--- src/hdl/bucket_sort_unit_interval_defines.svh ---
// ----------------------------------------------------------------------------
// bucket_sort_unit_interval assertion macros
// shared assertion forms for the sort block
// ----------------------------------------------------------------------------
`ifndef BUCKET_SORT_UNIT_INTERVAL_DEFINES_SVH
`define BUCKET_SORT_UNIT_INTERVAL_DEFINES_SVH

// same-cycle implication
`define BSUI_ASSERT_NOW(label, clk, rst_n, ante, cons) \
    label: assert property (@(posedge clk) disable iff (!rst_n) (ante) |-> (cons)) \
        else $error("bsui check failed");

// next-cycle implication
`define BSUI_ASSERT_NEXT(label, clk, rst_n, ante, cons) \
    label: assert property (@(posedge clk) disable iff (!rst_n) (ante) |=> (cons)) \
        else $error("bsui check failed");

`endif

--- src/hdl/bsui_pkg.sv ---
// ----------------------------------------------------------------------------
// bsui_pkg
// types and constants for the unit-interval sort block
// ----------------------------------------------------------------------------
package bsui_pkg;

    localparam int VALUE_BITS = 16;
    localparam int MAX_ITEMS  = 64;
    localparam int ADDR_BITS  = $clog2(MAX_ITEMS);
    localparam int CNT_BITS   = $clog2(MAX_ITEMS + 1);

    typedef struct packed {
        logic [VALUE_BITS-1:0] sample_value;
        logic                  batch_end;
    } t_in_item;

    typedef struct packed {
        logic [VALUE_BITS-1:0] sorted_value;
        logic                  final_item;
        logic                  overflow_seen;
    } t_out_item;

    typedef enum logic [2:0] {
        ST_LOAD,
        ST_RD,
        ST_CMP,
        ST_DRD,
        ST_DWAIT,
        ST_DOUT
    } t_state;

    typedef struct packed {
        logic load;
        logic wr_val;
        logic rd;
        logic shift;
        logic drd;
        logic dload;
        logic clear;
    } t_cmd;

    typedef struct packed {
        logic full;
        logic last;
        logic j_zero;
        logic gt;
        logic out_taken;
        logic out_last;
    } t_status;

endpackage

--- src/hdl/bsui_ram.sv ---
// ----------------------------------------------------------------------------
// bsui_ram
// generic simple dual-port ram with registered read
// ----------------------------------------------------------------------------
module bsui_ram #(
    parameter int WIDTH = 16,
    parameter int DEPTH = 64
) (
    input  logic                     i_clk,
    input  logic                     i_we,
    input  logic [$clog2(DEPTH)-1:0] i_waddr,
    input  logic [WIDTH-1:0]         i_wdata,
    input  logic [$clog2(DEPTH)-1:0] i_raddr,
    output logic [WIDTH-1:0]         o_rdata
);
    logic [WIDTH-1:0] r_mem [DEPTH];
    logic [WIDTH-1:0] r_rdata;

    always_ff @(posedge i_clk) begin
        if (i_we) begin
            r_mem[i_waddr] <= i_wdata;
        end
        r_rdata <= r_mem[i_raddr];
    end

    assign o_rdata = r_rdata;
endmodule

--- src/hdl/bsui_ctrl.sv ---
// ----------------------------------------------------------------------------
// bsui_ctrl
// sequencer for insertion, drain and batch clear
// ----------------------------------------------------------------------------
module bsui_ctrl (
    input  logic              i_clk,
    input  logic              i_rst_n,
    input  logic              i_valid,
    output logic              o_stall,
    input  bsui_pkg::t_status i_status,
    output bsui_pkg::t_cmd    o_cmd
);
    import bsui_pkg::*;

    t_state r_state;
    t_state n_state;

    always_ff @(posedge i_clk) begin
        if (!i_rst_n) begin
            r_state <= ST_LOAD;
        end else begin
            r_state <= n_state;
        end
    end

    always_comb begin
        n_state = r_state;
        unique case (r_state)
            ST_LOAD: begin
                if (i_valid) begin
                    n_state = ST_RD;
                end
            end
            ST_RD: begin
                if (i_status.full) begin
                    n_state = i_status.last ? ST_DRD : ST_LOAD;
                end else if (i_status.j_zero) begin
                    n_state = i_status.last ? ST_DRD : ST_LOAD;
                end else begin
                    n_state = ST_CMP;
                end
            end
            ST_CMP: begin
                if (i_status.gt) begin
                    n_state = ST_RD;
                end else begin
                    n_state = i_status.last ? ST_DRD : ST_LOAD;
                end
            end
            ST_DRD:   n_state = ST_DWAIT;
            ST_DWAIT: n_state = ST_DOUT;
            ST_DOUT: begin
                if (i_status.out_taken) begin
                    n_state = i_status.out_last ? ST_LOAD : ST_DRD;
                end
            end
            default:  n_state = ST_LOAD;
        endcase
    end

    always_comb begin
        o_cmd   = '0;
        o_stall = 1'b1;
        unique case (r_state)
            ST_LOAD: begin
                o_stall    = 1'b0;
                o_cmd.load = i_valid;
            end
            ST_RD: begin
                if (!i_status.full) begin
                    if (i_status.j_zero) begin
                        o_cmd.wr_val = 1'b1;
                    end else begin
                        o_cmd.rd = 1'b1;
                    end
                end
            end
            ST_CMP: begin
                if (i_status.gt) begin
                    o_cmd.shift = 1'b1;
                end else begin
                    o_cmd.wr_val = 1'b1;
                end
            end
            ST_DRD:   o_cmd.drd = 1'b1;
            ST_DWAIT: o_cmd.dload = 1'b1;
            ST_DOUT: begin
                o_cmd.clear = i_status.out_taken && i_status.out_last;
            end
            default: begin
                o_cmd = '0;
            end
        endcase
    end
endmodule

--- src/hdl/bsui_dp.sv ---
// ----------------------------------------------------------------------------
// bsui_dp
// value store, insertion pointer, drain counter and result register
// ----------------------------------------------------------------------------
`include "bucket_sort_unit_interval_defines.svh"

module bsui_dp (
    input  logic                i_clk,
    input  logic                i_rst_n,
    input  bsui_pkg::t_in_item  i_data,
    input  logic                i_stall,
    output logic                o_valid,
    output bsui_pkg::t_out_item o_data,
    input  bsui_pkg::t_cmd      i_cmd,
    output bsui_pkg::t_status   o_status
);
    import bsui_pkg::*;

    logic [VALUE_BITS-1:0] r_val;
    logic                  r_last;
    logic [CNT_BITS-1:0]   r_count;
    logic [CNT_BITS-1:0]   r_j;
    logic [CNT_BITS-1:0]   r_k;
    logic                  r_ovf;
    logic                  r_out_valid;
    t_out_item             r_out;

    logic                  ram_we;
    logic [ADDR_BITS-1:0]  ram_waddr;
    logic [VALUE_BITS-1:0] ram_wdata;
    logic [ADDR_BITS-1:0]  ram_raddr;
    logic [VALUE_BITS-1:0] ram_rdata;
    logic [CNT_BITS-1:0]   j_dec;
    logic [CNT_BITS-1:0]   k_inc;
    logic                  full;

    assign full  = (r_count == CNT_BITS'(MAX_ITEMS));
    assign j_dec = r_j - CNT_BITS'(1);
    assign k_inc = r_k + CNT_BITS'(1);

    assign ram_we    = i_cmd.wr_val || i_cmd.shift;
    assign ram_waddr = r_j[ADDR_BITS-1:0];
    assign ram_wdata = i_cmd.shift ? ram_rdata : r_val;
    assign ram_raddr = i_cmd.drd ? r_k[ADDR_BITS-1:0] : j_dec[ADDR_BITS-1:0];

    bsui_ram #(
        .WIDTH(VALUE_BITS),
        .DEPTH(MAX_ITEMS)
    ) u_store (
        .i_clk  (i_clk),
        .i_we   (ram_we),
        .i_waddr(ram_waddr),
        .i_wdata(ram_wdata),
        .i_raddr(ram_raddr),
        .o_rdata(ram_rdata)
    );

    always_ff @(posedge i_clk) begin
        if (i_cmd.load) begin
            r_val  <= i_data.sample_value;
            r_last <= i_data.batch_end;
        end
        if (i_cmd.dload) begin
            r_out.sorted_value  <= ram_rdata;
            r_out.final_item    <= (k_inc == r_count);
            r_out.overflow_seen <= r_ovf;
        end
    end

    always_ff @(posedge i_clk) begin
        if (!i_rst_n) begin
            r_count     <= '0;
            r_j         <= '0;
            r_k         <= '0;
            r_ovf       <= 1'b0;
            r_out_valid <= 1'b0;
        end else begin
            if (i_cmd.load) begin
                r_j <= r_count;
                if (full) begin
                    r_ovf <= 1'b1;
                end
            end
            if (i_cmd.shift) begin
                r_j <= j_dec;
            end
            if (i_cmd.wr_val) begin
                r_count <= r_count + CNT_BITS'(1);
            end
            if (i_cmd.dload) begin
                r_k         <= k_inc;
                r_out_valid <= 1'b1;
            end else if (r_out_valid && !i_stall) begin
                r_out_valid <= 1'b0;
            end
            if (i_cmd.clear) begin
                r_count <= '0;
                r_k     <= '0;
                r_ovf   <= 1'b0;
            end
        end
    end

    assign o_status.full      = full;
    assign o_status.last      = r_last;
    assign o_status.j_zero    = (r_j == '0);
    assign o_status.gt        = (ram_rdata > r_val);
    assign o_status.out_taken = r_out_valid && !i_stall;
    assign o_status.out_last  = r_out.final_item;

    assign o_valid = r_out_valid;
    assign o_data  = r_out;

    `BSUI_ASSERT_NOW(a_count_bound, i_clk, i_rst_n, 1'b1, r_count <= CNT_BITS'(MAX_ITEMS))
    `BSUI_ASSERT_NEXT(a_clear_empties, i_clk, i_rst_n, i_cmd.clear, (r_count == '0) && !r_ovf)
    `BSUI_ASSERT_NOW(a_shift_nonzero, i_clk, i_rst_n, i_cmd.shift, r_j != '0)
    `BSUI_ASSERT_NOW(a_read_nonzero, i_clk, i_rst_n, i_cmd.rd, r_j != '0)
    `BSUI_ASSERT_NOW(a_write_not_full, i_clk, i_rst_n, i_cmd.wr_val, !full)
endmodule

--- src/hdl/bucket_sort_unit_interval.sv ---
// ----------------------------------------------------------------------------
// bucket_sort_unit_interval
// sorts a batch of q0.16 fractions ascending and streams them out
// ----------------------------------------------------------------------------
// channel | direction | handshake            | payload
// input   | in        | i_valid / o_stall    | i_data  (sample_value, batch_end)
// output  | out       | o_valid / i_stall    | o_data  (sorted_value, final_item,
//         |           |                      |          overflow_seen)
//
// an item steps through the read and compare states once per stored value above it,
// and only through the read state when it lands at the front or is dropped from a full store
// (the store has a single read port, so each shift needs a read and then a compare)
// each result of a drain passes the read, wait and output states and waits out any stall on the output
// a batch end item starts the drain; no item is taken until it finishes
// synchronous active-low reset empties the batch; the store needs no clearing
// ----------------------------------------------------------------------------
module bucket_sort_unit_interval (
    input  logic                i_clk,
    input  logic                i_rst_n,
    input  logic                i_valid,
    output logic                o_stall,
    input  bsui_pkg::t_in_item  i_data,
    output logic                o_valid,
    input  logic                i_stall,
    output bsui_pkg::t_out_item o_data
);
    import bsui_pkg::*;

    t_cmd    cmd;
    t_status status;

    bsui_ctrl u_ctrl (
        .i_clk   (i_clk),
        .i_rst_n (i_rst_n),
        .i_valid (i_valid),
        .o_stall (o_stall),
        .i_status(status),
        .o_cmd   (cmd)
    );

    bsui_dp u_dp (
        .i_clk   (i_clk),
        .i_rst_n (i_rst_n),
        .i_data  (i_data),
        .i_stall (i_stall),
        .o_valid (o_valid),
        .o_data  (o_data),
        .i_cmd   (cmd),
        .o_status(status)
    );
endmodule
--- config.mk ---
export PLATFORM = sky130hd
export DESIGN_NAME = bucket_sort_unit_interval
export DESIGN_NICKNAME = d
export VERILOG_FILES = /design/src/hdl/bsui_pkg.sv /design/src/hdl/bsui_ram.sv /design/src/hdl/bsui_ctrl.sv /design/src/hdl/bsui_dp.sv /design/src/hdl/bucket_sort_unit_interval.sv
export VERILOG_INCLUDE_DIRS = /design/src /design/src/hdl
export SDC_FILE = /design/constraint.sdc
export NUM_CORES = 1
export LEC_CHECK = 0
export ABC_AREA = 1
export BUFFER_PORTS_ARGS = -buffer_cell sky130_fd_sc_hd__buf_2
export CORE_MARGIN = 2
export CORE_UTILIZATION = 47
export DETAILED_ROUTE_END_ITERATION = 16
export GPL_TIMING_DRIVEN = 0
export PLACE_DENSITY_LB_ADDON = 0.1
export RECOVER_POWER = 50
export SYNTH_ARGS = -nofsm -noshare
export SYNTH_HDL_FRONTEND = slang
export SYNTH_HIERARCHICAL = 1
export SYNTH_SLANG_ARGS = --single-unit
--- constraint.sdc ---
create_clock -name i_clk -period 4.7 [get_ports i_clk]
set_clock_uncertainty 0.1 [all_clocks]
set_input_delay 0.235 -clock i_clk [delete_from_list [all_inputs] [get_ports i_clk]]
set_output_delay 0.235 -clock i_clk [all_outputs]
set_load 0.03 [all_outputs]
==> flow_summary_export.csv, run 1 <==
group,metric,value,unit
status,outcome,"finished with violations",
status,violations,"capacitance limit, slew limit",
placement,gp_congestion,0.969,
grt,grt_pass1_wl,215,mm
cts,cts.sinks,1101,
route,vias_per_cell,5.70,
worst_setup_path,criticalPathCategory,"reg2reg",
route,drc,0,
grt,first_global_vias,30000,
worst_setup_path,cp-end-kind,"flop",
cts,clkLatencyLatePin,0.71,ns
cts,htreeDepth,3,
route,ant_nets,0,
placement,preCtsSetupSlack,-0.428,ns
sta,fin_ws,0.208,ns
synth,synth_nets,3954,
floorplan,dieArea,0.0991,mm²
cells_and_area,final_util,55.6,%
power_and_ir_drop,peakVddDrop,0.000355,V
synth,synth_cells,3913,
sta,fmax,223,MHz
sta,fin_hold_ws,0.160,ns
sta,worst_slew_pin_slew,2.05,ns
route,drt_iter0_markers,4223,
sta,fin_crit,4.49,ns
route,post_drt_wl_per_cell,27.5,µm
synth,synth_area_per_cell,11.6,µm²
power_and_ir_drop,power_density,648,mW/mm²
cts,root_buffer,"clkbuf_16",
worst_setup_path,critPathLaunchType,"flop",
grt,grt_antenna_before_repair,10,
placement,portBuffers,40,
sta,relSlewSlack,-37.5,%
sta,period_share,95.6,%
grt,grt_max_degree,31,
route,drt-total-wl,153,mm
sta,hold_violations,0,
job,timing.max_cap.violations,6,
sta,finalSetupViolations,0,
floorplan,start_util,47.6,%
grt,grt-ovfl-total,0,
worst_setup_path,worst_ep_required_time,5.00,ns
placement,dp.cells,5320,
cells_and_area,final_common_cell,"nand2_1",
floorplan,pin_count,41,
synth,syn_area,0.0454,mm²
cts,cts_tree,"built",
cells_and_area,syn_to_final_growth,16.7,%
worst_setup_path,critPathArrivalTime,4.79,ns
cells_and_area,drive_gt1_share,12.0,%
floorplan,num_rows,113,
floorplan,core,0.0953,mm²
cells_and_area,layout_common_cells,"1385 x nand2_1, 1059 x edfxtp_1, 893 x nand3_1",
cts,numCtsBuffers,115,
hold_path,hp-class,"in2reg",
grt,grtUsageTotal,31.0,%
cells_and_area,layout.nets,4263,
sta,slew_viol_final,124,
synth,yosysWarnings,6,
floorplan,die_w,315,µm
sta,rsz0062_at_grt,"no",
cells_and_area,finish.cell_count_without_fillers,5584,
route,routed-via-count,31800,
route,drt-pass1-iter-count,6,
worst_setup_path,crit_fanout,10,
cts,cts_buffer_depth,3,
floorplan,die_height,315,µm
cts,path_clk_slew,0.06,ns
placement,place_hpwl,109,mm
power_and_ir_drop,p_total,34.3,mW
cells_and_area,n_fill_cell,8177,
power_and_ir_drop,power_leakage,19.4,nW
[area by class of cell]
class / count / area [µm²] / area share [%]
Sequential cell: 1101 / 32600 / 61.7
Timing Repair Buffer: 192 / 2080 / 3.93
Tap cell: 1265 / 1580 / 2.99
Multi-Input combinational cell: 2502 / 11200 / 21.1
Antenna cell: 1 / 2.50 / 0.00473
Buffer: 235 / 1490 / 2.82
Clock buffer: 156 / 3090 / 5.84
Inverter: 75 / 289 / 0.546
Clock inverter: 57 / 583 / 1.10
[registers in the layout, summed over array words and instances, names as in the netlist]
name                  cells
u_dp/r_last               1
u_dp/r_val               16
u_dp/u_store/o_rdata     16
u_dp/o_data              18
u_dp/r_j                  7
u_dp/r_ovf                1
u_dp/o_valid              1
u_dp/u_store/r_mem     1024
u_ctrl/r_state            3
u_dp/r_k                  7
u_dp/r_count              7
[worst max-delay path: stages, from the launching register on]
cell,delay [ns]
edfxtp_1,0.32
inv_1,0.06
ha_1,0.32
nand4_1,0.13
nor3_1,0.27
nand2_1,0.09
a21boi_1,0.34
inv_1,0.07
nor2_1,0.11
buf_4,0.18
inv_1,0.15
nand2_1,0.14
clkbuf_1,0.38
nand4_1,0.22
clkbuf_2,0.26
nor2_1,0.79
buf_8,0.25
[power by group]
group	internal (mW)	total, mW	switching, mW
combinational	3.31	13.6	10.3
sequential	11.6	11.8	0.150
clock	5.24	8.99	3.75
[per-layer routing]
metal / vias up / track usage [%] / routed length (µm)
met5: - / 0 / 0
met4: 0 / 14.7 / 8580
met3: 320 / 4.14 / 12800
met2: 1561 / 49.6 / 71200
met1: 15600 / 42.1 / 60800
li1: 14400 / - / -
[through the flow]
stage	setup TNS, ns	area (µm²)
global placement	-6177.67	47200
CTS	0	53700
finish	0	52900
global route	0	52900
floorplan	-174.52	45400
detailed placement	-104.11	49400
[path summary, 6_finish.rpt]
| path | start | to | slack (ns) | depth (start not counted) |
|---|---|---|---|---|
| max reg2reg | u_dp/r_val[15] | u_dp/u_store/r_mem[24][14] | 0.21 | 16 |
| max | u_dp/r_val[15] | u_dp/u_store/r_mem[24][14] | 0.21 | 16 |
| min | i_data[9] | u_dp/r_val[8] | 0.16 | 2 |
| min reg2reg | u_dp/r_ovf | u_dp/o_data[0] | 0.34 | 0 |
[repair_timing]
action                                 in CTS  in global routing
pin swaps                                   8                  0
endpoints found under the hold margin      45                  0
gates cloned                                0                  0
setup endpoints to repair                 667                 84
setup buffers                              29                  0
hold buffers                               21                  0
gates resized for setup                    18                  4
Power figures use the tool's default switching activity.
==> run 2, diff against run 1 <==
CORE_UTILIZATION = 57   (was 47)
==> run 2 against run 1 <==
Against the previous run: routed wire length decreased by 4.1%; hold slack improved by 0.0064 ns; critical endpoint is now u_dp/u_store/r_mem[51][9]; the run still ends with capacitance limit, slew limit left; utilization grew 11 points; register-to-register slack improved by 0.03 ns; via count grew 1.6%; count of clock-buffer cells in the layout is 12 lower; design area shrank 1.3%; cell count fell by 4.0%; global-route usage up 5.1 points; critical path depth is 3 higher; flip-flop and latch count unchanged.
==> flow_summary_export.csv, run 2 (same netlist as run 1, synthesis figures left out) <==
group,metric,value,unit
job,timing.max_cap.violations,5,
cells_and_area,drive_gt1_share,12.3,%
floorplan,start_util,57.5,%
cts,cts_tree,"built",
cts,cts_buffer_depth,3,
power_and_ir_drop,power_leakage,19.2,nW
route,vias_per_cell,6.03,
route,drt-total-wl,147,mm
route,drt-pass1-iter-count,8,
cells_and_area,n_fill_cell,6017,
route,drc,0,
sta,fin_crit,4.46,ns
sta,fmax,224,MHz
sta,slew_viol_final,53,
cells_and_area,regMostFlops,"u_dp/u_store/r_mem",
route,post_drt_wl_per_cell,27.4,µm
worst_setup_path,critPathLaunchType,"flop",
worst_setup_path,path_buf_inv,10,
sta,hold_violations,0,
cells_and_area,layout_common_cells,"1385 x nand2_1, 1059 x edfxtp_1, 893 x nand3_1",
worst_setup_path,cp_top_family,"buffers and inverters",
worst_setup_path,slowest_delay,0.34,ns
floorplan,die_height,286,µm
grt,grt-ovfl-total,0,
worst_setup_path,crit_path_top_delay_cell,"edfxtp_1",
cells_and_area,layout.nets,4262,
worst_setup_path,criticalPathCategory,"reg2reg",
sta,rsz0062_at_grt,"no",
route,routed-via-count,32300,
cells_and_area,finish.cell_count_without_fillers,5361,
route,ant_nets,0,
sta,period_share,94.9,%
floorplan,pin_count,41,
cells_and_area,final_common_cell,"nand2_1",
grt,grtUsageTotal,36.1,%
cells_and_area,regArea,0.0326,mm²
sta,worst_slew_pin_slew,1.87,ns
sta,tns,0,ns
placement,portBuffers,40,
floorplan,core,0.0789,mm²
floorplan,num_rows,103,
cells_and_area,multi_input_area,0.0112,mm²
cts,path_clk_slew,0.06,ns
route,drt_iter0_markers,4155,
status,violations,"capacitance limit, slew limit",
status,outcome,"finished with violations",
cts,root_buffer,"clkbuf_16",
power_and_ir_drop,peakVddDrop,0.000384,V
hold_path,hp-class,"in2reg",
worst_setup_path,cp-end-kind,"flop",
worst_setup_path,path_cells,"inv_1 > ha_1 > nand4_1 > nor3_1 > nand2_1 > a21boi_1 > inv_1 > nor2_1 > buf_4 > inv_1 > nand2_1 > clkbuf_1 > nand4_1 > clkbuf_1 > buf_4 > nor4_4 > clkbuf_1 > buf_4 > buf_4",
grt,grt_max_degree,33,
grt,grt_antenna_before_repair,2,
worst_setup_path,path_common_cell,"buf_4",
cts,htreeDepth,3,
grt,grt_pass1_wl,209,mm
placement,dp.cells,5103,
cells_and_area,syn_to_final_growth,15.1,%
sta,relSlewSlack,-26.3,%
cts,cts.sinks,1101,
cells_and_area,largest_reg_flops,1024,
worst_setup_path,worst_ep_required_time,4.98,ns
power_and_ir_drop,power_density,636,mW/mm²
placement,place_hpwl,103,mm
placement,gp_congestion,1.01,
grt,first_global_vias,30500,
worst_setup_path,critPathArrivalTime,4.74,ns
floorplan,die_w,286,µm
cts,clkLatencyLatePin,0.69,ns
sta,finalSetupViolations,0,
floorplan,dieArea,0.0819,mm²
cts,numCtsBuffers,109,
worst_setup_path,crit_fanout,10,
run 2: cell type report:
cell class,count,share of cell area (%)
multi-input cells,2502,21.4
diodes,5,0.0240
well taps,1050,2.52
clock buffers,144,5.73
repair buffers,197,3.87
inverters,75,0.553
plain buffers,235,2.86
clock inverters,52,0.541
flip-flops and latches,1101,62.5
run 2: final timing paths:
kind | startpoint | endpoint | slack [ns] | cells after the start
setup reg to reg | u_dp/r_val[15] | u_dp/u_store/r_mem[51][9] | 0.24 | 19
setup / recovery | u_dp/r_val[15] | u_dp/u_store/r_mem[51][9] | 0.24 | 19
hold / removal | i_data[10] | u_dp/r_val[9] | 0.17 | 2
hold reg to reg | u_dp/r_ovf | u_dp/o_data[0] | 0.34 | 0
run 2: worst reg2reg max path: stages, from the launching register on:
cell	delay, ns
edfxtp_1	0.34
inv_1	0.08
ha_1	0.34
nand4_1	0.14
nor3_1	0.26
nand2_1	0.10
a21boi_1	0.31
inv_1	0.08
nor2_1	0.11
buf_4	0.17
inv_1	0.14
nand2_1	0.12
clkbuf_1	0.34
nand4_1	0.14
clkbuf_1	0.22
buf_4	0.22
nor4_4	0.19
clkbuf_1	0.29
buf_4	0.27
buf_4	0.22
run 2: repair_timing:
item	CTS	global route
buffers inserted	24	12
pin swaps	7	6
hold buffers	21	0
resized for setup	12	7
cloned	0	0
endpoints found under the setup margin	667	149
endpoints found under the hold margin	32	0
run 2: per-stage QoR:
stage / hold WS (ns) / total power, mW / utilization, % / cell area (µm²) / setup slack [ns]
floorplan: 0.233 / 19.0 / - / 45400 / -0.273
detailed placement: 0.313 / 24.9 / 62.0 / 48900 / -0.795
global route: 0.161 / 34.3 / 66.2 / 52200 / 0.0486
CTS: 0.141 / 33.0 / 66.7 / 52600 / -0.377
global placement: 0.314 / 24.6 / 59.5 / 46900 / -6.03
finish: 0.166 / 33.2 / 66.2 / 52200 / 0.240
run 2: per-layer routing:
| layer | vias up | wire length (µm) | track usage [%] |
|---|---|---|---|
| li1 | 14400 | - | - |
| met5 | - | 0 | 0 |
| met3 | 407 | 13600 | 6.60 |
| met2 | 1745 | 66600 | 55.9 |
| met1 | 15800 | 55700 | 47.7 |
| met4 | 0 | 11200 | 23.0 |
run 2: power by group:
| group | internal, mW | switching (mW) |
|---|---|---|
| combinational | 3.32 | 10.0 |
| sequential | 11.6 | 0.148 |
| clock | 4.50 | 3.60 |
| total | 19.4 | 13.8 |
